File: src/rtl/ler_pkg.sv
// Shared types and constants for the line editor ring buffer.
// Depends on nothing; used by the top level and its checker.
`default_nettype none

package ler_pkg;

  // Control keys recognized by the editor.
  localparam logic [7:0] KEY_CR     = 8'h0D;
  localparam logic [7:0] KEY_BS     = 8'h08;
  localparam logic [7:0] KEY_DEL    = 8'h7F;
  localparam logic [7:0] KEY_WERASE = 8'h17;
  localparam logic [7:0] KEY_KILL   = 8'h15;
  localparam logic [7:0] CH_NL      = 8'h0A;
  localparam logic [7:0] CH_SPACE   = 8'h20;
  localparam logic [7:0] CH_TAB     = 8'h09;

  localparam int unsigned KIND_W = 3;

  // Result kinds carried on the master-side tuser.
  typedef enum logic [KIND_W-1:0] {
    K_ECHO  = 3'd0,
    K_BELL  = 3'd1,
    K_ERASE = 3'd2,
    K_CRLF  = 3'd3,
    K_READ  = 3'd4,
    K_EMPTY = 3'd5,
    K_BUSY  = 3'd6
  } kind_e;

  // Input operation carried on the slave-side tuser.
  typedef enum logic {
    OP_KEY  = 1'b0,
    OP_READ = 1'b1
  } op_e;

  // Space, tab, newline, vertical tab, form feed and CR count as blanks.
  function automatic logic is_blank(input logic [7:0] c);
    return (c == CH_SPACE) || ((c >= CH_TAB) && (c <= KEY_CR));
  endfunction

endpackage

`default_nettype wire

File: src/rtl/ler_ram.sv
// Generic single-write, single-read RAM with a registered read port.
// Depends on nothing; holds the character store of the line editor.
`default_nettype none

module ler_ram #(
  parameter int unsigned WIDTH = 8,
  parameter int unsigned DEPTH = 64
) (
  input  wire logic                     clk_i,
  input  wire logic                     we_i,
  input  wire logic [$clog2(DEPTH)-1:0] waddr_i,
  input  wire logic [WIDTH-1:0]         wdata_i,
  input  wire logic [$clog2(DEPTH)-1:0] raddr_i,
  output logic      [WIDTH-1:0]         rdata_o
);

  logic [WIDTH-1:0] mem_q [DEPTH];

  always_ff @(posedge clk_i) begin
    if (we_i) begin
      mem_q[waddr_i] <= wdata_i;
    end
    rdata_o <= mem_q[raddr_i];
  end

endmodule

`default_nettype wire

File: src/rtl/line_editor_ring_buffer.sv
// Line editor over a circular character store. A plain key, CR, BS/DEL, busy or empty read
// loads the output register from S_DISPATCH; no new item is taken before S_IDLE returns. A
// read passes S_READ_ADDR, S_READ_DATA per delivered character and word erase S_WORD_ADDR,
// S_WORD_DATA per examined character, both paced by the single read port of the store; line
// erase emits one beat per cycle. A full output register stalls the sequencer. Reset (rst_ni
// low, asynchronous) empties the line and clears the pending flag; the store is not cleared.
`default_nettype none

module line_editor_ring_buffer #(
  parameter int unsigned STORE_DEPTH = 64
) (
  input  wire logic        clk_i,
  input  wire logic        rst_ni,
  // Slave side.
  input  wire logic        s_axis_tvalid_i,
  output logic             s_axis_tready_o,
  input  wire logic [15:0] s_axis_tdata_i,   // [7:0] key_char, [14:8] max_chars, [15] zero
  input  wire logic        s_axis_tuser_i,   // [0] operation
  // Master side.
  output logic             m_axis_tvalid_o,
  input  wire logic        m_axis_tready_i,
  output logic [7:0]       m_axis_tdata_o,   // [7:0] data
  output logic [2:0]       m_axis_tuser_o,   // [2:0] kind
  output logic             m_axis_tlast_o    // last
);

  import ler_pkg::*;

  localparam int unsigned PTR_W = $clog2(STORE_DEPTH);
  localparam logic [PTR_W-1:0] LAST_SLOT = PTR_W'(STORE_DEPTH - 1);
  localparam logic [PTR_W-1:0] FULL_LEN  = PTR_W'(STORE_DEPTH - 2);

  typedef enum logic [2:0] {
    S_IDLE,
    S_DISPATCH,
    S_READ_ADDR,
    S_READ_DATA,
    S_WORD_ADDR,
    S_WORD_DATA,
    S_KILL
  } state_e;

  state_e           state_q, state_d;
  logic [PTR_W-1:0] rd_ptr_q, rd_ptr_d;
  logic [PTR_W-1:0] wr_ptr_q, wr_ptr_d;
  logic [PTR_W-1:0] len_q, len_d;
  logic             pending_q, pending_d;
  logic             owed_q, owed_d;      // an erase beat is held back until its last flag is known
  logic [6:0]       want_q, want_d;
  op_e              op_q, op_d;
  logic [7:0]       key_q, key_d;
  logic [6:0]       max_q, max_d;
  logic             out_valid_q, out_valid_d;
  kind_e            out_kind_q, out_kind_d;
  logic [7:0]       out_data_q, out_data_d;
  logic             out_last_q, out_last_d;

  logic             out_free;
  logic             emit_en;
  kind_e            emit_kind;
  logic [7:0]       emit_data;
  logic             emit_last;
  logic             ram_we;
  logic [7:0]       ram_wdata;
  logic [PTR_W-1:0] ram_raddr;
  logic [7:0]       ram_rdata;
  logic [PTR_W-1:0] wr_next, wr_prev, rd_next;

  assign wr_next = (wr_ptr_q == LAST_SLOT) ? '0 : wr_ptr_q + PTR_W'(1);
  assign wr_prev = (wr_ptr_q == '0) ? LAST_SLOT : wr_ptr_q - PTR_W'(1);
  assign rd_next = (rd_ptr_q == LAST_SLOT) ? '0 : rd_ptr_q + PTR_W'(1);

  assign out_free  = !out_valid_q || m_axis_tready_i;
  assign ram_raddr = ((state_q == S_READ_ADDR) || (state_q == S_READ_DATA)) ? rd_ptr_q : wr_prev;

  ler_ram #(
    .WIDTH(8),
    .DEPTH(STORE_DEPTH)
  ) u_store (
    .clk_i  (clk_i),
    .we_i   (ram_we),
    .waddr_i(wr_ptr_q),
    .wdata_i(ram_wdata),
    .raddr_i(ram_raddr),
    .rdata_o(ram_rdata)
  );

  always_comb begin
    state_d   = state_q;
    rd_ptr_d  = rd_ptr_q;
    wr_ptr_d  = wr_ptr_q;
    len_d     = len_q;
    pending_d = pending_q;
    owed_d    = owed_q;
    want_d    = want_q;
    op_d      = op_q;
    key_d     = key_q;
    max_d     = max_q;
    emit_en   = 1'b0;
    emit_kind = K_ECHO;
    emit_data = '0;
    emit_last = 1'b1;
    ram_we    = 1'b0;
    ram_wdata = key_q;

    unique case (state_q)
      S_IDLE: begin
        if (s_axis_tvalid_i) begin
          op_d    = op_e'(s_axis_tuser_i);
          key_d   = s_axis_tdata_i[7:0];
          max_d   = s_axis_tdata_i[14:8];
          state_d = S_DISPATCH;
        end
      end

      S_DISPATCH: begin
        if (op_q == OP_READ) begin
          if (!pending_q || (max_q == '0)) begin
            if (out_free) begin
              emit_en   = 1'b1;
              emit_kind = K_EMPTY;
              state_d   = S_IDLE;
            end
          end else begin
            want_d  = max_q;
            state_d = S_READ_ADDR;
          end
        end else if (pending_q) begin
          if (out_free) begin
            emit_en   = 1'b1;
            emit_kind = K_BUSY;
            state_d   = S_IDLE;
          end
        end else if (key_q == KEY_CR) begin
          if (out_free) begin
            ram_we    = 1'b1;
            ram_wdata = CH_NL;
            wr_ptr_d  = wr_next;
            len_d     = len_q + PTR_W'(1);
            pending_d = 1'b1;
            emit_en   = 1'b1;
            emit_kind = K_CRLF;
            state_d   = S_IDLE;
          end
        end else if ((key_q == KEY_BS) || (key_q == KEY_DEL)) begin
          if (out_free) begin
            emit_en = 1'b1;
            state_d = S_IDLE;
            if (len_q == '0) begin
              emit_kind = K_BELL;
            end else begin
              emit_kind = K_ERASE;
              wr_ptr_d  = wr_prev;
              len_d     = len_q - PTR_W'(1);
            end
          end
        end else if (key_q == KEY_WERASE) begin
          owed_d  = 1'b0;
          state_d = S_WORD_ADDR;
        end else if (key_q == KEY_KILL) begin
          state_d = S_KILL;
        end else if (out_free) begin
          emit_en = 1'b1;
          state_d = S_IDLE;
          if (len_q >= FULL_LEN) begin
            emit_kind = K_BELL;
          end else begin
            ram_we    = 1'b1;
            wr_ptr_d  = wr_next;
            len_d     = len_q + PTR_W'(1);
            emit_kind = K_ECHO;
            emit_data = key_q;
          end
        end
      end

      // The store has a registered read, so each character passes through this address state first.
      S_READ_ADDR: begin
        state_d = S_READ_DATA;
      end

      S_READ_DATA: begin
        if (out_free) begin
          emit_en   = 1'b1;
          emit_kind = K_READ;
          emit_data = ram_rdata;
          emit_last = (want_q == 7'd1) || (len_q == PTR_W'(1));
          rd_ptr_d  = rd_next;
          len_d     = len_q - PTR_W'(1);
          want_d    = want_q - 7'd1;
          if (len_q == PTR_W'(1)) begin
            pending_d = 1'b0;
          end
          state_d = emit_last ? S_IDLE : S_READ_ADDR;
        end
      end

      S_WORD_ADDR: begin
        if (len_q == '0) begin
          if (!owed_q) begin
            state_d = S_IDLE;
          end else if (out_free) begin
            emit_en   = 1'b1;
            emit_kind = K_ERASE;
            owed_d    = 1'b0;
            state_d   = S_IDLE;
          end
        end else begin
          state_d = S_WORD_DATA;
        end
      end

      // The owed beat goes out only once the next character shows whether erasing goes on.
      S_WORD_DATA: begin
        if (is_blank(ram_rdata)) begin
          if (!owed_q) begin
            state_d = S_IDLE;
          end else if (out_free) begin
            emit_en   = 1'b1;
            emit_kind = K_ERASE;
            owed_d    = 1'b0;
            state_d   = S_IDLE;
          end
        end else if (!owed_q || out_free) begin
          emit_en   = owed_q;
          emit_kind = K_ERASE;
          emit_last = 1'b0;
          owed_d    = 1'b1;
          wr_ptr_d  = wr_prev;
          len_d     = len_q - PTR_W'(1);
          state_d   = S_WORD_ADDR;
        end
      end

      S_KILL: begin
        if (len_q == '0) begin
          state_d = S_IDLE;
        end else if (out_free) begin
          emit_en   = 1'b1;
          emit_kind = K_ERASE;
          emit_last = (len_q == PTR_W'(1));
          wr_ptr_d  = wr_prev;
          len_d     = len_q - PTR_W'(1);
          if (len_q == PTR_W'(1)) begin
            state_d = S_IDLE;
          end
        end
      end

      default: begin
        state_d = S_IDLE;
      end
    endcase

    out_valid_d = out_valid_q;
    out_kind_d  = out_kind_q;
    out_data_d  = out_data_q;
    out_last_d  = out_last_q;
    if (emit_en) begin
      out_valid_d = 1'b1;
      out_kind_d  = emit_kind;
      out_data_d  = emit_data;
      out_last_d  = emit_last;
    end else if (m_axis_tready_i) begin
      out_valid_d = 1'b0;
    end
  end

  always_ff @(posedge clk_i or negedge rst_ni) begin
    if (!rst_ni) begin
      state_q     <= S_IDLE;
      rd_ptr_q    <= '0;
      wr_ptr_q    <= '0;
      len_q       <= '0;
      pending_q   <= 1'b0;
      owed_q      <= 1'b0;
      want_q      <= '0;
      op_q        <= OP_KEY;
      key_q       <= '0;
      max_q       <= '0;
      out_valid_q <= 1'b0;
      out_kind_q  <= K_ECHO;
      out_data_q  <= '0;
      out_last_q  <= 1'b0;
    end else begin
      state_q     <= state_d;
      rd_ptr_q    <= rd_ptr_d;
      wr_ptr_q    <= wr_ptr_d;
      len_q       <= len_d;
      pending_q   <= pending_d;
      owed_q      <= owed_d;
      want_q      <= want_d;
      op_q        <= op_d;
      key_q       <= key_d;
      max_q       <= max_d;
      out_valid_q <= out_valid_d;
      out_kind_q  <= out_kind_d;
      out_data_q  <= out_data_d;
      out_last_q  <= out_last_d;
    end
  end

  assign s_axis_tready_o = (state_q == S_IDLE);
  assign m_axis_tvalid_o = out_valid_q;
  assign m_axis_tdata_o  = out_data_q;
  assign m_axis_tuser_o  = out_kind_q;
  assign m_axis_tlast_o  = out_last_q;

endmodule

`default_nettype wire

File: config.mk
export PLATFORM = sky130hd
export DESIGN_NAME = line_editor_ring_buffer
export DESIGN_NICKNAME = d
export VERILOG_FILES = /design/src/rtl/ler_pkg.sv /design/src/rtl/ler_ram.sv /design/src/rtl/line_editor_ring_buffer.sv
export SDC_FILE = /design/constraint.sdc
export NUM_CORES = 1
export LEC_CHECK = 0
export BUFFER_PORTS_ARGS = -buffer_cell sky130_fd_sc_hd__buf_4
export CAP_MARGIN = 20
export CORE_AREA = 2 2 327 329
export CTS_BUF_LIST = sky130_fd_sc_hd__clkbuf_8
export DETAILED_ROUTE_END_ITERATION = 8
export DIE_AREA = 0 0 329 331
export SETUP_SLACK_MARGIN = 0.3
export SLEW_MARGIN = 0
export SYNTH_ARGS = -nofsm -noshare
export SYNTH_HDL_FRONTEND = slang
export SYNTH_HIERARCHICAL = 1
export SYNTH_SLANG_ARGS = --single-unit
File: constraint.sdc
create_clock -name clk_i -period 3.3 [get_ports clk_i]
set_input_delay 0.495 -clock clk_i [delete_from_list [all_inputs] [get_ports clk_i]]
set_output_delay 0.495 -clock clk_i [all_outputs]
set_load 0.01 [all_outputs]
==> impl_metrics.prom <==
# TYPE chip_impl_metric gauge
chip_impl_metric{name="detailedPlacementHpwl",unit="microns"} 38000
chip_impl_metric{name="fmax",unit="MHz"} 340
chip_impl_metric{name="grt_first_pass_wirelength",unit="microns"} 88600
chip_impl_metric{name="critPathMaxStageDelay",unit="ns"} 0.50
chip_impl_metric{name="pre_antenna_drt_iters",unit=""} 6
chip_impl_metric{name="first_global_vias",unit=""} 14232
chip_impl_metric{name="layout.cell_area.non_filler",unit="sq um"} 29300
chip_impl_info{name="most_frequent_cell_on_the_critical_path",value="sky130_fd_sc_hd__mux4_2"} 1
chip_impl_info{name="layout_commonest_cell",value="sky130_fd_sc_hd__edfxtp_1"} 1
chip_impl_info{name="worst_hold_path_type",value="in -> reg"} 1
chip_impl_metric{name="finalWirelength",unit="microns"} 59400
chip_impl_metric{name="synth_enable_flop_cells",unit=""} 512
chip_impl_metric{name="worst_ir_drop_vdd",unit="uV"} 501
chip_impl_info{name="worst_setup_path_start_kind",value="register"} 1
chip_impl_metric{name="crit_path_max_fanout",unit=""} 6
chip_impl_metric{name="yosysUniqueCellTypes",unit=""} 87
chip_impl_metric{name="register_area_share_after_synthesis",unit="%"} 70.8
chip_impl_metric{name="timing_hold_violations_final",unit=""} 0
chip_impl_info{name="min-delay-start",value="s_axis_tdata_i[7]"} 1
chip_impl_metric{name="pwr_density_cell",unit="nW/um^2"} 961
chip_impl_metric{name="globalRouteOverflowTotal",unit=""} 0
chip_impl_metric{name="die_height",unit="microns"} 331
chip_impl_metric{name="drive_above_1_share",unit="%"} 32.8
chip_impl_metric{name="die_area",unit="sq um"} 109000
chip_impl_info{name="timing.rr.start",value="wr_ptr_q[2]"} 1
chip_impl_metric{name="cts_num_sinks",unit=""} 579
chip_impl_metric{name="timing.max_slew.rel_slack",unit="%"} 43.2
chip_impl_info{name="critPathCaptureType",value="register"} 1
chip_impl_info{name="synth_flop_cell",value="sky130_fd_sc_hd__edfxtp_1"} 1
chip_impl_metric{name="fp.dieW",unit="microns"} 329
chip_impl_metric{name="crit_buf_inv",unit=""} 2
chip_impl_metric{name="critical_path_arrival",unit="ns"} 3.49
chip_impl_metric{name="worst_pin_slew",unit="ns"} 0.851
chip_impl_info{name="worst_r2r_endpoint",value="u_store/rdata_o[7]"} 1
chip_impl_metric{name="rr_worst_depth",unit=""} 9
chip_impl_info{name="cp_slowest_cell",value="sky130_fd_sc_hd__mux4_2"} 1
chip_impl_metric{name="cts-htree-levels",unit=""} 3
chip_impl_info{name="rsz0062_at_grt",value="true"} 1
chip_impl_metric{name="timing.final.setup_violations",unit=""} 0
chip_impl_metric{name="cellLeakagePower",unit="nW"} 9.72
chip_impl_metric{name="detailroute.via_count",unit=""} 13773
chip_impl_metric{name="finalSetupTns",unit="ns"} 0
chip_impl_metric{name="finalWeightedCongestion",unit=""} 0.826
chip_impl_metric{name="cts-root-to-sink-buffers",unit=""} 3
chip_impl_metric{name="gr_util_all_layers",unit="%"} 10.8
chip_impl_metric{name="detailed_place.area",unit="sq um"} 26800
chip_impl_info{name="hold_end",value="key_q[7]"} 1
chip_impl_metric{name="grt_start_max_net_pins",unit=""} 67
chip_impl_info{name="clock_tree.root_cell",value="sky130_fd_sc_hd__clkbuf_8"} 1
chip_impl_metric{name="fin_nets",unit=""} 1636
chip_impl_metric{name="yosys_warnings",unit=""} 6
chip_impl_metric{name="finalWorstPathRequiredPeriod",unit="ns"} 2.94
chip_impl_info{name="result_of_the_run",value="finished, final reports clean"} 1
chip_impl_metric{name="initial_cell_density_of_the_core",unit="%"} 22.9
chip_impl_metric{name="worst-r2r-setup-slack",unit="ns"} 0.36
chip_impl_info{name="crit_family",value="multiplexers"} 1
chip_impl_metric{name="post_synth_inst_count",unit=""} 1380
chip_impl_metric{name="final-max-slew-violation-count",unit=""} 0
chip_impl_metric{name="ys_seq_elements",unit=""} 579
chip_impl_metric{name="core.rowCount",unit=""} 119
chip_impl_metric{name="wl_per_cell",unit="microns"} 19.4
chip_impl_metric{name="avgViaCountPerCell",unit=""} 4.49
chip_impl_metric{name="buffer_ports.inserted",unit=""} 33
chip_impl_metric{name="core_area",unit="sq um"} 105000
chip_impl_metric{name="synth.net_count",unit=""} 1412
chip_impl_metric{name="drc_errors",unit=""} 0
chip_impl_metric{name="timing.final.crit_share",unit="%"} 89.2
chip_impl_metric{name="clkTransAtPathRegs",unit="ns"} 0.06
chip_impl_metric{name="synth-async-reset-ratio",unit="%"} 10.2
chip_impl_metric{name="antenna_violating_nets_post_route",unit=""} 0
chip_impl_metric{name="final.setup_skew",unit="ns"} 0.0378
chip_impl_metric{name="post_synth_instance_area",unit="sq um"} 24000
chip_impl_metric{name="cts-buffers-inserted",unit=""} 94
chip_impl_metric{name="drv_cap",unit=""} 0
chip_impl_metric{name="clkLatencyLatePin",unit="ns"} 0.70
chip_impl_metric{name="io_pins",unit=""} 35
chip_impl_metric{name="antenna_found_initial",unit=""} 3
chip_impl_metric{name="syn2layout_area_growth",unit="%"} 22.1
chip_impl_metric{name="syn_area_per_cell",unit="sq um"} 17.4
chip_impl_info{name="cp_cell_sequence",value="nor3_4, nand3b_1, a31oi_4, clkbuf_16, buf_4, mux4_2, mux4_2, o2111ai_4, o41ai_2"} 1
chip_impl_info{name="cp_class",value="reg -> reg"} 1
chip_impl_metric{name="holdPathStages",unit=""} 2
chip_impl_info{name="commonest_non_fill_non_tap_cells_in_the_layout",value="sky130_fd_sc_hd__edfxtp_1, sky130_fd_sc_hd__buf_4, sky130_fd_sc_hd__mux4_2"} 1
chip_impl_metric{name="fill_cell_count",unit=""} 10412
chip_impl_metric{name="initialDrtViolationCount",unit=""} 1068
chip_impl_info{name="cts_tree",value="built"} 1
chip_impl_metric{name="worstPathRequired",unit="ns"} 3.85
cell families after synthesis:
kind of cell / count (synthesis) / share of synthesized area (%)
adders and majority gates: 11 / 0.573
and+or+nand+nor: 332 / 7.00
muxes: 167 / 13.5
AOI/OAI and AO/OA: 182 / 5.39
DFF: 579 / 70.8
buffers and inverters: 94 / 2.11
xor gates and xnor gates: 15 / 0.547
through the flow:
step                worst slack, ns  utilization, %  cells  hold WS [ns]  total power [mW]
floorplan                     0.253               -   1380         0.199              17.3
global placement              0.148            25.5   2862         0.470              21.2
detailed placement           0.0942            25.5   2862         0.483              21.5
CTS                           0.235            27.6   3055       0.00893              27.8
global route                  0.267            27.9   3067        0.0236              29.5
finish                        0.357            27.9   3067        0.0561              28.2
cells in the mapped netlist, drive strengths merged, types with 20 or more instances:
cell / n / area (sq um)
mux4: 124 / 2790
nand2: 54 / 208
buf: 39 / 273
edfxtp: 512 / 15400
clkbuf: 40 / 170
nor3: 22 / 126
mux2: 20 / 225
mux2i: 23 / 230
o22ai: 25 / 156
o21ai: 33 / 165
nor2: 123 / 464
nand3: 34 / 175
dfrtp: 59 / 1480
area by class of cell:
| type | count | area, sq um | area share, % |
|---|---|---|---|
| flip-flops and latches | 579 | 17000 | 58.1 |
| multi-input cells | 707 | 6770 | 23.1 |
| repair buffers | 208 | 1930 | 6.60 |
| well taps | 1391 | 1740 | 5.94 |
| clock buffers | 99 | 1360 | 4.65 |
| clock inverters | 68 | 428 | 1.46 |
| inverters | 14 | 52.6 | 0.179 |
| diodes | 1 | 2.50 | 0.00854 |
report_power, final:
group | leakage [nW] | switching, mW | internal, mW | total, mW
clock | 0.991 | 2.84 | 3.11 | 5.94
combinational | 3.34 | 7.08 | 5.28 | 12.4
sequential | 5.38 | 0.464 | 9.41 | 9.88
sequential cells by signal, indices dropped and copies added (netlist names), 3 cells and up:
register         count
len_q                6
want_q               7
u_store/rdata_o      8
state_q              3
m_axis_tdata_o       8
max_q                7
wr_ptr_q             6
key_q                8
u_store/mem_q      512
rd_ptr_q             6
m_axis_tuser_o       3
layer usage:
metal  global-route usage, %  wire length [microns]  vias up
li1                        -                      -     6023
met1                    14.0                  25100     7101
met2                    17.3                  28400      523
met3                    2.48                   3830      124
met4                    4.96                   2100        2
met5                       0                      8        -
worst max-delay path by stage:
stage               cells past startpoint         from                    to
finish                                  9  wr_ptr_q[2]    u_store/rdata_o[7]
global route                           10  wr_ptr_q[1]    u_store/rdata_o[7]
CTS                                    12     len_q[0]  u_store/mem_q[30][6]
detailed placement                     10  wr_ptr_q[2]    u_store/rdata_o[0]
global placement                       11  wr_ptr_q[2]    u_store/rdata_o[3]
floorplan                              11     len_q[0]  u_store/mem_q[33][0]
repair_timing:
item                                    in CTS  in global routing
buffers inserted                            10                  9
resized for setup                           15                 64
endpoints found under the setup margin     362                486
pin swaps                                    1                  1
endpoints found under the hold margin       73                  0
hold buffers                                15                  0
cloned                                       1                  2
Power figures use the tool's default switching activity.
